===== src/design/assert_macros.svh =====
// Assertion helpers clocked on clock; ASSERT_CLK is masked during reset, ASSERT_CLK_NORST is not.
`ifndef ASSERT_MACROS_SVH
`define ASSERT_MACROS_SVH

`define ASSERT_CLK(label, prop) \
   label: assert property (@(posedge clock) disable iff (reset) prop) \
      else $error("assertion failed");

`define ASSERT_CLK_NORST(label, prop) \
   label: assert property (@(posedge clock) prop) \
      else $error("assertion failed");

`endif


===== src/design/phsc_pkg.sv =====
package phsc_pkg;

   localparam int POS_W      = 16;
   localparam int MASS_W     = 24;
   localparam int DRV_W      = 16;
   localparam int GAIN_W     = 8;
   localparam int THR_W      = 15;
   localparam int FRAC_BITS  = 14;
   localparam int E_W        = POS_W + 1;
   localparam int PROD_W     = GAIN_W + 1 + E_W;
   localparam int D_W        = PROD_W - FRAC_BITS;
   localparam int CSR_ADDR_W = 5;
   localparam int CSR_DATA_W = 32;
   localparam int REQ_W      = POS_W + MASS_W;
   localparam int RSP_W      = 2 * DRV_W;

   localparam logic [PROD_W-1:0] FRAC_ROUND = PROD_W'((1 << FRAC_BITS) - 1);

   typedef enum logic [2:0] {
      REG_MIN_MAGNITUDE  = 3'd0,
      REG_EDGE_THRESHOLD = 3'd1,
      REG_OUTER_GAIN     = 3'd2,
      REG_INNER_GAIN     = 3'd3,
      REG_LEFT_BASE      = 3'd4,
      REG_RIGHT_BASE     = 3'd5
   } reg_index_type;

   localparam logic [MASS_W-1:0] RST_MIN_MAGNITUDE  = 24'd4096;
   localparam logic [THR_W-1:0]  RST_EDGE_THRESHOLD = 15'd8192;
   localparam logic [GAIN_W-1:0] RST_OUTER_GAIN     = 8'd70;
   localparam logic [GAIN_W-1:0] RST_INNER_GAIN     = 8'd10;
   localparam logic [GAIN_W-1:0] RST_LEFT_BASE      = 8'd70;
   localparam logic [GAIN_W-1:0] RST_RIGHT_BASE     = 8'd50;

   typedef enum logic [6:0] {
      ST_IDLE  = 7'b0000001,
      ST_ACCUM = 7'b0000010,
      ST_DIV   = 7'b0000100,
      ST_SIGN  = 7'b0001000,
      ST_MUL   = 7'b0010000,
      ST_APPLY = 7'b0100000,
      ST_DONE  = 7'b1000000
   } state_type;

   function automatic logic signed [DRV_W-1:0] sat_drive(input logic signed [DRV_W:0] v);
      logic signed [DRV_W-1:0] r;
      if (v[DRV_W] != v[DRV_W-1]) begin
         r = v[DRV_W] ? {1'b1, {(DRV_W-1){1'b0}}} : {1'b0, {(DRV_W-1){1'b1}}};
      end else begin
         r = v[DRV_W-1:0];
      end
      return r;
   endfunction

endpackage


===== src/design/pose_history_steering_control.sv =====
// Channel  | Dir | Fields (low bit first)                 | Handshake
// req      | in  | position[15:0], magnitude[39:16]       | tvalid/tready
// rsp      | out | left_drive[15:0], right_drive[31:16]   | tvalid/tready
// csr      | in  | six 32-bit registers at 4*index        | APB, pready tied high
//
// Absent target: the result follows directly. Present target: one accumulate pass over
// the RING_DEPTH entries, a 1-bit/cycle divide of 16+clog2(RING_DEPTH+1) quotient bits
// (skipped when the ring is empty), then sign, multiply, saturate and output steps.
// Reset is synchronous; it empties the ring and clears the held drives.
// A stalled rsp holds the next finished frame back; req stays low until it drains.
`include "assert_macros.svh"

module pose_history_steering_control #(
   parameter int RING_DEPTH = 3
) (
   input  logic                                 clock,
   input  logic                                 reset,
   input  logic                                 req_tvalid,
   output logic                                 req_tready,
   // position[15:0], magnitude[39:16]
   input  logic [phsc_pkg::REQ_W-1:0]           req_tdata,
   output logic                                 rsp_tvalid,
   input  logic                                 rsp_tready,
   // left_drive[15:0], right_drive[31:16]
   output logic [phsc_pkg::RSP_W-1:0]           rsp_tdata,
   input  logic                                 csr_psel,
   input  logic                                 csr_penable,
   input  logic                                 csr_pwrite,
   input  logic [phsc_pkg::CSR_ADDR_W-1:0]      csr_paddr,
   input  logic [phsc_pkg::CSR_DATA_W-1:0]      csr_pwdata,
   output logic [phsc_pkg::CSR_DATA_W-1:0]      csr_prdata,
   output logic                                 csr_pready
);
   import phsc_pkg::*;

   localparam int IDX_W  = $clog2(RING_DEPTH);
   localparam int CNT_W  = $clog2(RING_DEPTH + 1);
   localparam int MAG_W  = POS_W + CNT_W;
   localparam int SUM_W  = MAG_W + 1;
   localparam int STEP_W = $clog2(MAG_W);

   state_type                state_ff, state_in;
   logic signed [POS_W-1:0]  ring_ff [RING_DEPTH];
   logic signed [POS_W-1:0]  ring_in [RING_DEPTH];
   logic [IDX_W-1:0]         ptr_ff, ptr_in;
   logic signed [DRV_W-1:0]  hold_l_ff, hold_l_in, hold_r_ff, hold_r_in;
   logic                     rsp_valid_ff, rsp_valid_in;
   logic [MASS_W-1:0]        min_mag_ff, min_mag_in;
   logic [THR_W-1:0]         edge_thr_ff, edge_thr_in;
   logic [GAIN_W-1:0]        outer_gain_ff, outer_gain_in, inner_gain_ff, inner_gain_in;
   logic [GAIN_W-1:0]        left_base_ff, left_base_in, right_base_ff, right_base_in;

   logic signed [POS_W-1:0]  pos_ff, pos_in;
   logic signed [SUM_W-1:0]  sum_ff, sum_in;
   logic [CNT_W-1:0]         cnt_ff, cnt_in;
   logic [STEP_W-1:0]        step_ff, step_in;
   logic [MAG_W-1:0]         quo_ff, quo_in;
   logic [CNT_W:0]           rem_ff, rem_in;
   logic                     neg_ff, neg_in;
   logic signed [E_W-1:0]    e_ff, e_in;
   logic                     edge_ff, edge_in;
   logic signed [PROD_W-1:0] prod_ff, prod_in;
   logic [RSP_W-1:0]         rsp_data_ff, rsp_data_in;

   logic signed [POS_W-1:0]  req_pos, entry;
   logic [MASS_W-1:0]        req_mass;
   logic signed [E_W-1:0]    diff;
   logic signed [SUM_W-1:0]  sum_nx, sum_abs;
   logic [CNT_W-1:0]         cnt_nx;
   logic [CNT_W:0]           trial;
   logic                     qbit;
   logic [POS_W-1:0]         e_mag;
   logic signed [PROD_W-1:0] biased;
   logic signed [D_W-1:0]    d_val;
   logic signed [DRV_W:0]    left_raw, right_raw;
   logic                     csr_wr;
   logic [2:0]               csr_idx;

   assign req_pos    = req_tdata[POS_W-1:0];
   assign req_mass   = req_tdata[REQ_W-1:POS_W];
   assign req_tready = (state_ff == ST_IDLE);
   assign rsp_tvalid = rsp_valid_ff;
   assign rsp_tdata  = rsp_data_ff;
   assign csr_pready = 1'b1;
   assign csr_wr     = csr_psel & csr_penable & csr_pwrite & csr_pready;
   assign csr_idx    = csr_paddr[4:2];

   always_comb begin
      unique case (csr_idx)
         REG_MIN_MAGNITUDE:  csr_prdata = CSR_DATA_W'(min_mag_ff);
         REG_EDGE_THRESHOLD: csr_prdata = CSR_DATA_W'(edge_thr_ff);
         REG_OUTER_GAIN:     csr_prdata = CSR_DATA_W'(outer_gain_ff);
         REG_INNER_GAIN:     csr_prdata = CSR_DATA_W'(inner_gain_ff);
         REG_LEFT_BASE:      csr_prdata = CSR_DATA_W'(left_base_ff);
         REG_RIGHT_BASE:     csr_prdata = CSR_DATA_W'(right_base_ff);
         default:            csr_prdata = '0;
      endcase
   end

   // shared datapath terms
   assign entry   = ring_ff[step_ff[IDX_W-1:0]];
   assign diff    = E_W'(pos_ff) - E_W'(entry);
   assign sum_nx  = (entry != '0) ? sum_ff + SUM_W'(diff) : sum_ff;
   assign cnt_nx  = (entry != '0) ? cnt_ff + CNT_W'(1) : cnt_ff;
   assign sum_abs = sum_nx[SUM_W-1] ? -sum_nx : sum_nx;
   assign trial   = {rem_ff[CNT_W-1:0], quo_ff[MAG_W-1]};
   assign qbit    = (trial >= {1'b0, cnt_ff});
   assign e_mag   = quo_ff[POS_W-1:0];
   assign biased  = prod_ff[PROD_W-1] ? prod_ff + FRAC_ROUND : prod_ff;
   assign d_val   = biased[PROD_W-1:FRAC_BITS];

   always_comb begin
      state_in      = state_ff;
      ring_in       = ring_ff;
      ptr_in        = ptr_ff;
      hold_l_in     = hold_l_ff;
      hold_r_in     = hold_r_ff;
      rsp_valid_in  = rsp_valid_ff;
      min_mag_in    = min_mag_ff;
      edge_thr_in   = edge_thr_ff;
      outer_gain_in = outer_gain_ff;
      inner_gain_in = inner_gain_ff;
      left_base_in  = left_base_ff;
      right_base_in = right_base_ff;
      pos_in        = pos_ff;
      sum_in        = sum_ff;
      cnt_in        = cnt_ff;
      step_in       = step_ff;
      quo_in        = quo_ff;
      rem_in        = rem_ff;
      neg_in        = neg_ff;
      e_in          = e_ff;
      edge_in       = edge_ff;
      prod_in       = prod_ff;
      rsp_data_in   = rsp_data_ff;
      left_raw      = '0;
      right_raw     = '0;

      if (csr_wr) begin
         unique case (csr_idx)
            REG_MIN_MAGNITUDE:  min_mag_in    = csr_pwdata[MASS_W-1:0];
            REG_EDGE_THRESHOLD: edge_thr_in   = csr_pwdata[THR_W-1:0];
            REG_OUTER_GAIN:     outer_gain_in = csr_pwdata[GAIN_W-1:0];
            REG_INNER_GAIN:     inner_gain_in = csr_pwdata[GAIN_W-1:0];
            REG_LEFT_BASE:      left_base_in  = csr_pwdata[GAIN_W-1:0];
            REG_RIGHT_BASE:     right_base_in = csr_pwdata[GAIN_W-1:0];
            default: ;
         endcase
      end

      if (rsp_valid_ff && rsp_tready) begin
         rsp_valid_in = 1'b0;
      end

      unique case (state_ff)
         ST_IDLE: begin
            if (req_tvalid) begin
               pos_in  = req_pos;
               ptr_in  = (ptr_ff == IDX_W'(RING_DEPTH - 1)) ? '0 : ptr_ff + IDX_W'(1);
               sum_in  = '0;
               cnt_in  = '0;
               step_in = '0;
               if (req_mass < min_mag_ff) begin
                  ring_in[ptr_ff] = '0;
                  hold_l_in       = '0;
                  hold_r_in       = '0;
                  state_in        = ST_DONE;
               end else begin
                  ring_in[ptr_ff] = req_pos;
                  state_in        = ST_ACCUM;
               end
            end
         end
         ST_ACCUM: begin
            sum_in  = sum_nx;
            cnt_in  = cnt_nx;
            step_in = step_ff + STEP_W'(1);
            if (step_ff == STEP_W'(RING_DEPTH - 1)) begin
               step_in = '0;
               rem_in  = '0;
               neg_in  = sum_nx[SUM_W-1];
               if (cnt_nx == '0) begin
                  quo_in   = '0;
                  state_in = ST_SIGN;
               end else begin
                  quo_in   = sum_abs[MAG_W-1:0];
                  state_in = ST_DIV;
               end
            end
         end
         ST_DIV: begin
            rem_in  = qbit ? trial - {1'b0, cnt_ff} : trial;
            quo_in  = {quo_ff[MAG_W-2:0], qbit};
            step_in = step_ff + STEP_W'(1);
            if (step_ff == STEP_W'(MAG_W - 1)) begin
               state_in = ST_SIGN;
            end
         end
         ST_SIGN: begin
            e_in     = neg_ff ? -E_W'(e_mag) : E_W'(e_mag);
            edge_in  = (e_mag > POS_W'(edge_thr_ff));
            state_in = ST_MUL;
         end
         ST_MUL: begin
            prod_in  = $signed({1'b0, edge_ff ? outer_gain_ff : inner_gain_ff}) * e_ff;
            state_in = ST_APPLY;
         end
         ST_APPLY: begin
            if (edge_ff) begin
               left_raw  = (DRV_W + 1)'(hold_l_ff) - (DRV_W + 1)'(d_val);
               right_raw = (DRV_W + 1)'(hold_r_ff) + (DRV_W + 1)'(d_val);
            end else begin
               left_raw  = $signed((DRV_W + 1)'(left_base_ff)) - (DRV_W + 1)'(d_val);
               right_raw = $signed((DRV_W + 1)'(right_base_ff)) + (DRV_W + 1)'(d_val);
            end
            hold_l_in = sat_drive(left_raw);
            hold_r_in = sat_drive(right_raw);
            state_in  = ST_DONE;
         end
         ST_DONE: begin
            if (!rsp_valid_ff || rsp_tready) begin
               rsp_valid_in = 1'b1;
               rsp_data_in  = {hold_r_ff, hold_l_ff};
               state_in     = ST_IDLE;
            end
         end
         default: begin
            state_in = ST_IDLE;
         end
      endcase
   end

   always_ff @(posedge clock) begin
      if (reset) begin
         state_ff      <= ST_IDLE;
         for (int i = 0; i < RING_DEPTH; i++) begin
            ring_ff[i] <= '0;
         end
         ptr_ff        <= '0;
         hold_l_ff     <= '0;
         hold_r_ff     <= '0;
         rsp_valid_ff  <= 1'b0;
         min_mag_ff    <= RST_MIN_MAGNITUDE;
         edge_thr_ff   <= RST_EDGE_THRESHOLD;
         outer_gain_ff <= RST_OUTER_GAIN;
         inner_gain_ff <= RST_INNER_GAIN;
         left_base_ff  <= RST_LEFT_BASE;
         right_base_ff <= RST_RIGHT_BASE;
         step_ff       <= '0;
         cnt_ff        <= '0;
         rem_ff        <= '0;
      end else begin
         state_ff      <= state_in;
         ring_ff       <= ring_in;
         ptr_ff        <= ptr_in;
         hold_l_ff     <= hold_l_in;
         hold_r_ff     <= hold_r_in;
         rsp_valid_ff  <= rsp_valid_in;
         min_mag_ff    <= min_mag_in;
         edge_thr_ff   <= edge_thr_in;
         outer_gain_ff <= outer_gain_in;
         inner_gain_ff <= inner_gain_in;
         left_base_ff  <= left_base_in;
         right_base_ff <= right_base_in;
         step_ff       <= step_in;
         cnt_ff        <= cnt_in;
         rem_ff        <= rem_in;
      end
   end

   always_ff @(posedge clock) begin
      pos_ff      <= pos_in;
      sum_ff      <= sum_in;
      quo_ff      <= quo_in;
      neg_ff      <= neg_in;
      e_ff        <= e_in;
      edge_ff     <= edge_in;
      prod_ff     <= prod_in;
      rsp_data_ff <= rsp_data_in;
   end

   `ASSERT_CLK(a_busy_after_req, (req_tvalid && req_tready) |=> !req_tready)
   `ASSERT_CLK(a_div_rem_bound, (state_ff == ST_DIV) |-> (rem_ff < {1'b0, cnt_ff}))
   `ASSERT_CLK(a_cnt_bound, cnt_ff <= CNT_W'(RING_DEPTH))
   `ASSERT_CLK(a_rsp_from_done, $rose(rsp_tvalid) |-> $past(state_ff == ST_DONE))

endmodule


===== config.mk =====
export PLATFORM = sky130hd
export DESIGN_NAME = pose_history_steering_control
export DESIGN_NICKNAME = d
export VERILOG_FILES = /design/src/design/phsc_pkg.sv /design/src/design/pose_history_steering_control.sv
export VERILOG_INCLUDE_DIRS = /design/src /design/src/design
export SDC_FILE = /design/constraint.sdc
export NUM_CORES = 1
export LEC_CHECK = 0
export BUFFER_PORTS_ARGS = -buffer_cell sky130_fd_sc_hd__buf_2
export CAP_MARGIN = 20
export CELL_PAD_IN_SITES_DETAIL_PLACEMENT = 1
export CELL_PAD_IN_SITES_GLOBAL_PLACEMENT = 1
export CORE_ASPECT_RATIO = 0.9
export CORE_MARGIN = 2
export CORE_UTILIZATION = 25
export DETAILED_ROUTE_END_ITERATION = 10
export HOLD_SLACK_MARGIN = 0.05
export PLACE_DENSITY = 0.54
export SLEW_MARGIN = 20
export SYNTH_ARGS = -nofsm -noshare
export SYNTH_HDL_FRONTEND = slang
export SYNTH_SLANG_ARGS = --single-unit

===== constraint.sdc =====
create_clock -name clock -period 8.2 [get_ports clock]
set_input_delay 1.64 -clock clock [delete_from_list [all_inputs] [get_ports clock]]
set_output_delay 1.64 -clock clock [all_outputs]
set_load 0.03 [all_outputs]

==> run_results.csv, run 1 <==
group,metric,value,unit
clock_network,clock_sinks,300,
timing,finalCritPeriodShare,0.824,
synthesis,synth_flop_cell,"dfxtp_1",
layout,layout-drive-gt1-share,0.0972,
global_routing,use_met1,0.219,
layout,final_common_cell,"inv_1",
routing,drt-initial-drc-count,858,
routing,viasPerCell,4.73,
global_routing,grt_max_degree,80,
global_routing,grt_util_all_layers,0.156,
setup_path,cp_slowest_cell,"edfxtp_1",
layout,final_nets,3081,
synthesis,yosysSeqAreaShare,0.319,
timing,setup_viol,0,
flow_run,maxCapViolations,0,
timing,slew_headroom,0.299,
power,leakage,10.8,nW
layout,n_antenna_cell,0,
routing,wl,73.3,mm
synthesis,synth-edff-count,130,
clock_network,cts_resized,0,
synthesis,synthCells,2612,
synthesis,async_flop_share,0,
routing,drc,0,
power,p_sw,1.62,mW
power,power.internal,3.21,mW
global_routing,grt_pass1_wl,116,mm
global_routing,overflow,0,
synthesis,synth_cell_types,91,
timing,tns,0,ns
die,die_h,291,um
setup_path,cp_max_fo,42,
layout,design_area,26200,sq um
routing,vias,18800,
run_status,status,"complete, no violations",
clock_network,hold_buffers,0,
setup_path,path_cells,"buf_4 -> mux2i_1 -> buf_4 -> nor2b_1 -> ha_1 -> inv_1 -> fa_1 -> inv_1 -> fa_1 -> inv_1 -> fa_1 -> inv_1 -> ha_1 -> o21a_1 -> o311a_1 -> o41ai_1 -> a21oi_1 -> a41oi_1 -> nand2b_1 -> a41oi_1 -> xnor2_1",
timing,clock_skew,0.0272,ns
global_routing,busiest_layer,"met2",
setup_path,critical_path_class,"reg2reg",
layout,post-route-util,0.288,
placement,gp_congestion,0.905,
clock_network,clockRootBuffer,"clkbuf_16",
setup_path,critical-path-top-delay-family,"adder cells",
power,clkPwrFrac,0.363,
global_routing,met2_usage,0.254,
clock_network,cts_setup_buffers,0,
setup_path,arrival,7.06,ns
synthesis,avgSynthCellArea,8.78,sq um
clock_network,cts_tree,"yes",
global_routing,grt_antenna_before_repair,4,
setup_path,reg2reg_slack,1.45,ns
timing,worstMarginPinSlew,1.05,ns
timing,fmax,148,MHz
hold_path,hold_path.startpoint,"ring_ff[27]",
synthesis,ys_seq_elements,300,
timing,whs,0.451,ns
power,pwr-share-seq,0.347,
clock_network,insertion_delay,0.57,ns
routing,wl_per_cell,18.5,um
clock_network,cts_inserted_buffers,37,
layout,fill_cells,10700,
setup_path,critPathBufInv,6,
die,start_util,0.252,
timing,hold_viol_final,0,
hold_path,hp-class,"reg2reg",
layout,syn2layout_area_growth,14.3,%
clock_network,cts_max_path_buffers,3,
setup_path,r2r_start,"edge_ff",
global_routing,grtUsageMet3,0.0192,
power,peakVddDrop,0.125,mV
timing,min_period,6.75,ns
layout,mostFrequentLayoutCells,"inv_1, nand2_1, a21oi_1",
routing,ant_nets,0,
die,dieArea,94100,sq um
power,switching_share,0.335,
clock_network,clkSlewWorstSetupHoldPaths,0.06,ns
synthesis,ys.warnings.count,0,
die,io-pin-count,151,
synthesis,syn_area,22900,sq um
routing,dr.pass1.iters,5,
die,chipWidth,323,um
setup_path,crit_start,"edge_ff",
timing,rsz0062_at_grt,"no",
placement,numPortBuffers,131,
power,power.density,184,nW/um^2
global_routing,grt_pass1_vias,20000,
setup_path,crit_top_cell,"inv_1",
timing,slew_violations,0,
die,num_rows,105,
setup_path,setup.worst_path.end_class,"register",
clock_network,htree_levels,2,
die,core-area,91000,sq um
power,pwr-share-comb,0.290,
setup_path,required,8.50,ns
setup_path,crit_path_max_incr_delay,0.71,ns
setup_path,cp-start-kind,"register",
placement,hpwl,57.3,mm
placement,dpl_cell_area,24900,sq um
cells in the mapped netlist, types with 13 or more instances:
cell,instances,area (sq um)
nor4_1,13,81.3
or2_2,13,81.3
nor3_1,45,225
or3_1,13,81.3
clkbuf_1,88,330
o31ai_1,20,150
nand3_1,76,380
a21o_1,34,255
dfxtp_1,170,3400
mux2i_1,69,691
xor2_1,38,333
o21bai_1,13,97.6
nor2_1,155,582
o21ai_0,82,410
a21oi_1,188,941
a211oi_1,22,165
a22oi_1,14,105
and2_1,46,288
edfxtp_1,130,3900
ha_1,160,2000
fa_1,130,2600
a31oi_1,24,150
o2bb2ai_1,16,140
and3_1,16,100
nor2b_1,59,369
inv_1,347,1300
nand2_1,335,1260
nand2b_1,22,138
xnor2_1,93,815
power by group through the flow:
stage / registers [mW] / clock network, mW / logic [mW]
6_report: 1.67 / 1.75 / 1.40
2_1_floorplan: 1.70 / 0 / 1.03
5_1_grt: 1.68 / 1.86 / 1.57
4_1_cts: 1.67 / 1.81 / 1.41
3_5_place_dp: 1.71 / 0 / 1.40
3_3_place_gp: 1.70 / 0 / 1.36
logic make-up (layout without fill, tap and decap cells):
logic type               after synthesis  count (layout)  share of synthesized area
AND/OR/NAND/NOR                      839             839                      0.172
AO/OA/AOI/OAI                        508             508                      0.142
buffers and inverters                458             575                     0.0778
flip-flops                           300             300                      0.319
adder cells (fa/ha/maj)              295             295                      0.203
XOR/XNOR                             131             131                     0.0500
multiplexers                          79              79                     0.0360
other                                  2               9                   0.000328
final cells by class:
type | count | area [sq um] | share of cell area
Multi-Input combinational cell | 1861 | 13900 | 0.531
Sequential cell | 300 | 7310 | 0.279
Tap cell | 1230 | 1540 | 0.0588
Inverter | 348 | 1310 | 0.0499
Clock buffer | 56 | 1130 | 0.0433
Timing Repair Buffer | 159 | 868 | 0.0331
Clock inverter | 12 | 143 | 0.00545
worst paths after layout:
path,endpoint,cells after the start
worst max-delay path,prod_ff[23],21
worst min-delay path,ring_ff[27],2
worst max register to register,prod_ff[23],21
worst min register to register,ring_ff[27],2
state kept, by name, summed over array words and instances, names as in the netlist, 2 cells and up:
name,count
pos_ff,16
e_ff,17
ring_ff,48
inner_gain_ff,8
rem_ff,2
prod_ff,26
cnt_ff,2
right_base_ff,8
rsp_tdata,32
hold_r_ff,16
edge_thr_ff,15
ptr_ff,2
sum_ff,19
step_ff,5
outer_gain_ff,8
hold_l_ff,16
min_mag_ff,24
quo_ff,18
state_ff,7
left_base_ff,8
worst min-delay path: stages, from the launching register on:
cell	delay [ns]
dfxtp_1	0.30
nand2_1	0.05
a21oi_1	0.05
metal layers:
metal / wire, um / part of all wire
met4: 1340 / 0.018
met5: 13 / 0.00018
met3: 2700 / 0.037
met2: 33500 / 0.46
met1: 35700 / 0.49
through the flow:
step / instances / total power [mW] / setup slack [ns]
2_1_floorplan: 2619 / 2.72 / 2.09
3_3_place_gp: 3898 / 3.07 / 1.52
3_5_place_dp: 3898 / 3.11 / 1.42
4_1_cts: 3966 / 4.89 / 1.38
5_1_grt: 3966 / 5.11 / 0.906
6_report: 3966 / 4.82 / 1.45
No activity file was read; power rests on OpenSTA's default activity.
==> run 2, diff against run 1 <==
==> constraint.sdc (replaced) <==
create_clock -name clock -period 6.35 [get_ports clock]
set_input_delay 1.27 -clock clock [delete_from_list [all_inputs] [get_ports clock]]
set_output_delay 1.27 -clock clock [all_outputs]
set_load 0.03 [all_outputs]
==> run_results.csv, run 2 (same netlist as run 1, synthesis figures left out) <==
group,metric,value,unit
layout,fill_cells,10700,
clock_network,clock_sinks,300,
setup_path,r2r_start,"edge_ff",
die,dieArea,94100,sq um
placement,gp_congestion,0.851,
clock_network,hold_buffers,0,
setup_path,crit_start,"edge_ff",
die,start_util,0.252,
layout,largest_register_ffs,48,
timing,hold_viol_final,0,
timing,clock_skew,0.0195,ns
layout,layout-drive-gt1-share,0.106,
die,core-area,91000,sq um
layout,final_nets,3105,
power,peakVddDrop,0.210,mV
layout,final_common_cell,"inv_1",
layout,n_antenna_cell,0,
timing,slew_headroom,0.327,
routing,dr.pass1.iters,4,
flow_run,maxCapViolations,0,
hold_path,hp-class,"reg2reg",
layout,register_area,7310,sq um
setup_path,cp_slowest_cell,"fa_1",
layout,top_register,"ring_ff",
routing,wl_met2,33.4,mm
timing,rsz0062_at_grt,"no",
power,power.density,240,nW/um^2
layout,mostFrequentLayoutCells,"inv_1, nand2_1, a21oi_1",
global_routing,grt_max_degree,79,
run_status,status,"complete, no violations",
routing,top_layer,"met4",
setup_path,arrival,6.22,ns
routing,vias,18900,
layout,design_area,26500,sq um
setup_path,required,6.66,ns
routing,drt-initial-drc-count,796,
setup_path,crit_path_max_incr_delay,0.55,ns
setup_path,setup.worst_path.end_class,"register",
placement,dpl_cell_area,25100,sq um
setup_path,crit_top_cell,"fa_1",
clock_network,cts_max_path_buffers,3,
layout,multi_input_area,13900,sq um
routing,m1WireLength,36.4,mm
global_routing,grt_antenna_before_repair,6,
setup_path,critical_path_class,"reg2reg",
timing,tns,0,ns
routing,ant_nets,0,
timing,worstMarginPinSlew,1.01,ns
die,chipWidth,323,um
global_routing,grt_pass1_wl,116,mm
die,num_rows,105,
layout,syn2layout_area_growth,15.4,%
global_routing,grt_util_all_layers,0.158,
global_routing,grt_pass1_vias,20100,
timing,fmax,169,MHz
timing,setup_viol,0,
clock_network,clkSlewWorstSetupHoldPaths,0.06,ns
hold_path,hold_path.startpoint,"ring_ff[23]",
die,io-pin-count,151,
clock_network,htree_levels,2,
die,die_h,291,um
routing,viasPerCell,4.73,
clock_network,clockRootBuffer,"clkbuf_16",
placement,numPortBuffers,131,
placement,hpwl,58.0,mm
global_routing,overflow,0,
clock_network,cts_tree,"yes",
timing,min_period,5.91,ns
setup_path,cp_max_fo,11,
setup_path,path_cells,"buf_12 -> mux2_2 -> buf_4 -> nand2_1 -> fa_1 -> inv_1 -> fa_1 -> inv_1 -> fa_1 -> fa_1 -> inv_1 -> ha_1 -> or2_2 -> o311a_1 -> o41ai_1 -> buf_4 -> a21oi_1 -> a41oi_2 -> nand2b_1 -> a41oi_1 -> xnor2_1",
clock_network,insertion_delay,0.57,ns
timing,slew_violations,0,
routing,wl,74.3,mm
clock_network,cts_inserted_buffers,37,
timing,finalCritPeriodShare,0.930,
routing,drc,0,
routing,dr_wl_met3,2.89,mm
power,leakage,11.0,nW
routing,wl_per_cell,18.6,um
setup_path,cp-start-kind,"register",
-- run 2: cell count changes in the layout (fill, tap and decap cells not counted), sizes merged --
| cell | change |
|---|---|
| buf | +24 |
| clkbuf | -5 |
| bufinv | +2 |
| clkinv | +2 |
| inv | +1 |
-- run 2: worst max-delay path: cells and delay by family, from the launching register on --
family | cells | cell delay, ns
buffers and inverters | 6 | 0.74
DFF | 1 | 0.41
adders and majority gates | 5 | 2.36
and+or+nand+nor | 3 | 0.53
xor gates and xnor gates | 1 | 0.08
AOI/OAI and AO/OA | 5 | 1.18
muxes | 1 | 0.34
-- run 2: cell type report --
cell class | count | share of cell area
Multi-Input combinational cell | 1861 | 0.526
Tap cell | 1230 | 0.0582
Sequential cell | 300 | 0.276
Inverter | 348 | 0.0494
Clock buffer | 51 | 0.0417
Timing Repair Buffer | 183 | 0.0401
Clock inverter | 17 | 0.00846
-- run 2: power by group --
group          internal [mW]  switching (mW)
combinational          0.667            1.17
sequential              2.13          0.0349
clock                   1.43           0.921
total                   4.22            2.12
-- run 2: worst paths after layout --
path,to,slack [ns],cells after the start
worst max register to register,prod_ff[23],0.44,21
worst min-delay path,ring_ff[23],0.45,2
worst min register to register,ring_ff[23],0.45,2
worst max-delay path,prod_ff[23],0.44,21
-- run 2: timing repair --
item                       4_1_cts  5_1_grt
cloned                           0        0
setup endpoints to repair        2        5
setup buffers                    0        2
pin swaps                        0        0
resized for setup                1        1
-- run 2: routing by layer --
layer  GRT usage  vias to the layer above
met3      0.0190                       89
li1            -                     9048
met4      0.0399                        0
met5           0                        -
met2       0.254                      283
met1       0.223                     9444
-- run 2: per-stage QoR --
| step | worst slack (ns) | cells | power [mW] | hold slack, ns | utilization |
|---|---|---|---|---|---|
| after global routing | 0.0983 | 3990 | 6.72 | 0.472 | 0.291 |
| after floorplan | 0.242 | 2619 | 3.52 | 0.406 | - |
| after detailed placement | 0.0353 | 3920 | 4.05 | 0.444 | 0.276 |
| after CTS | 0.112 | 3988 | 6.44 | 0.451 | 0.290 |
| final | 0.443 | 3990 | 6.34 | 0.450 | 0.291 |
| after global placement | 0.0998 | 3920 | 3.99 | 0.438 | 0.275 |
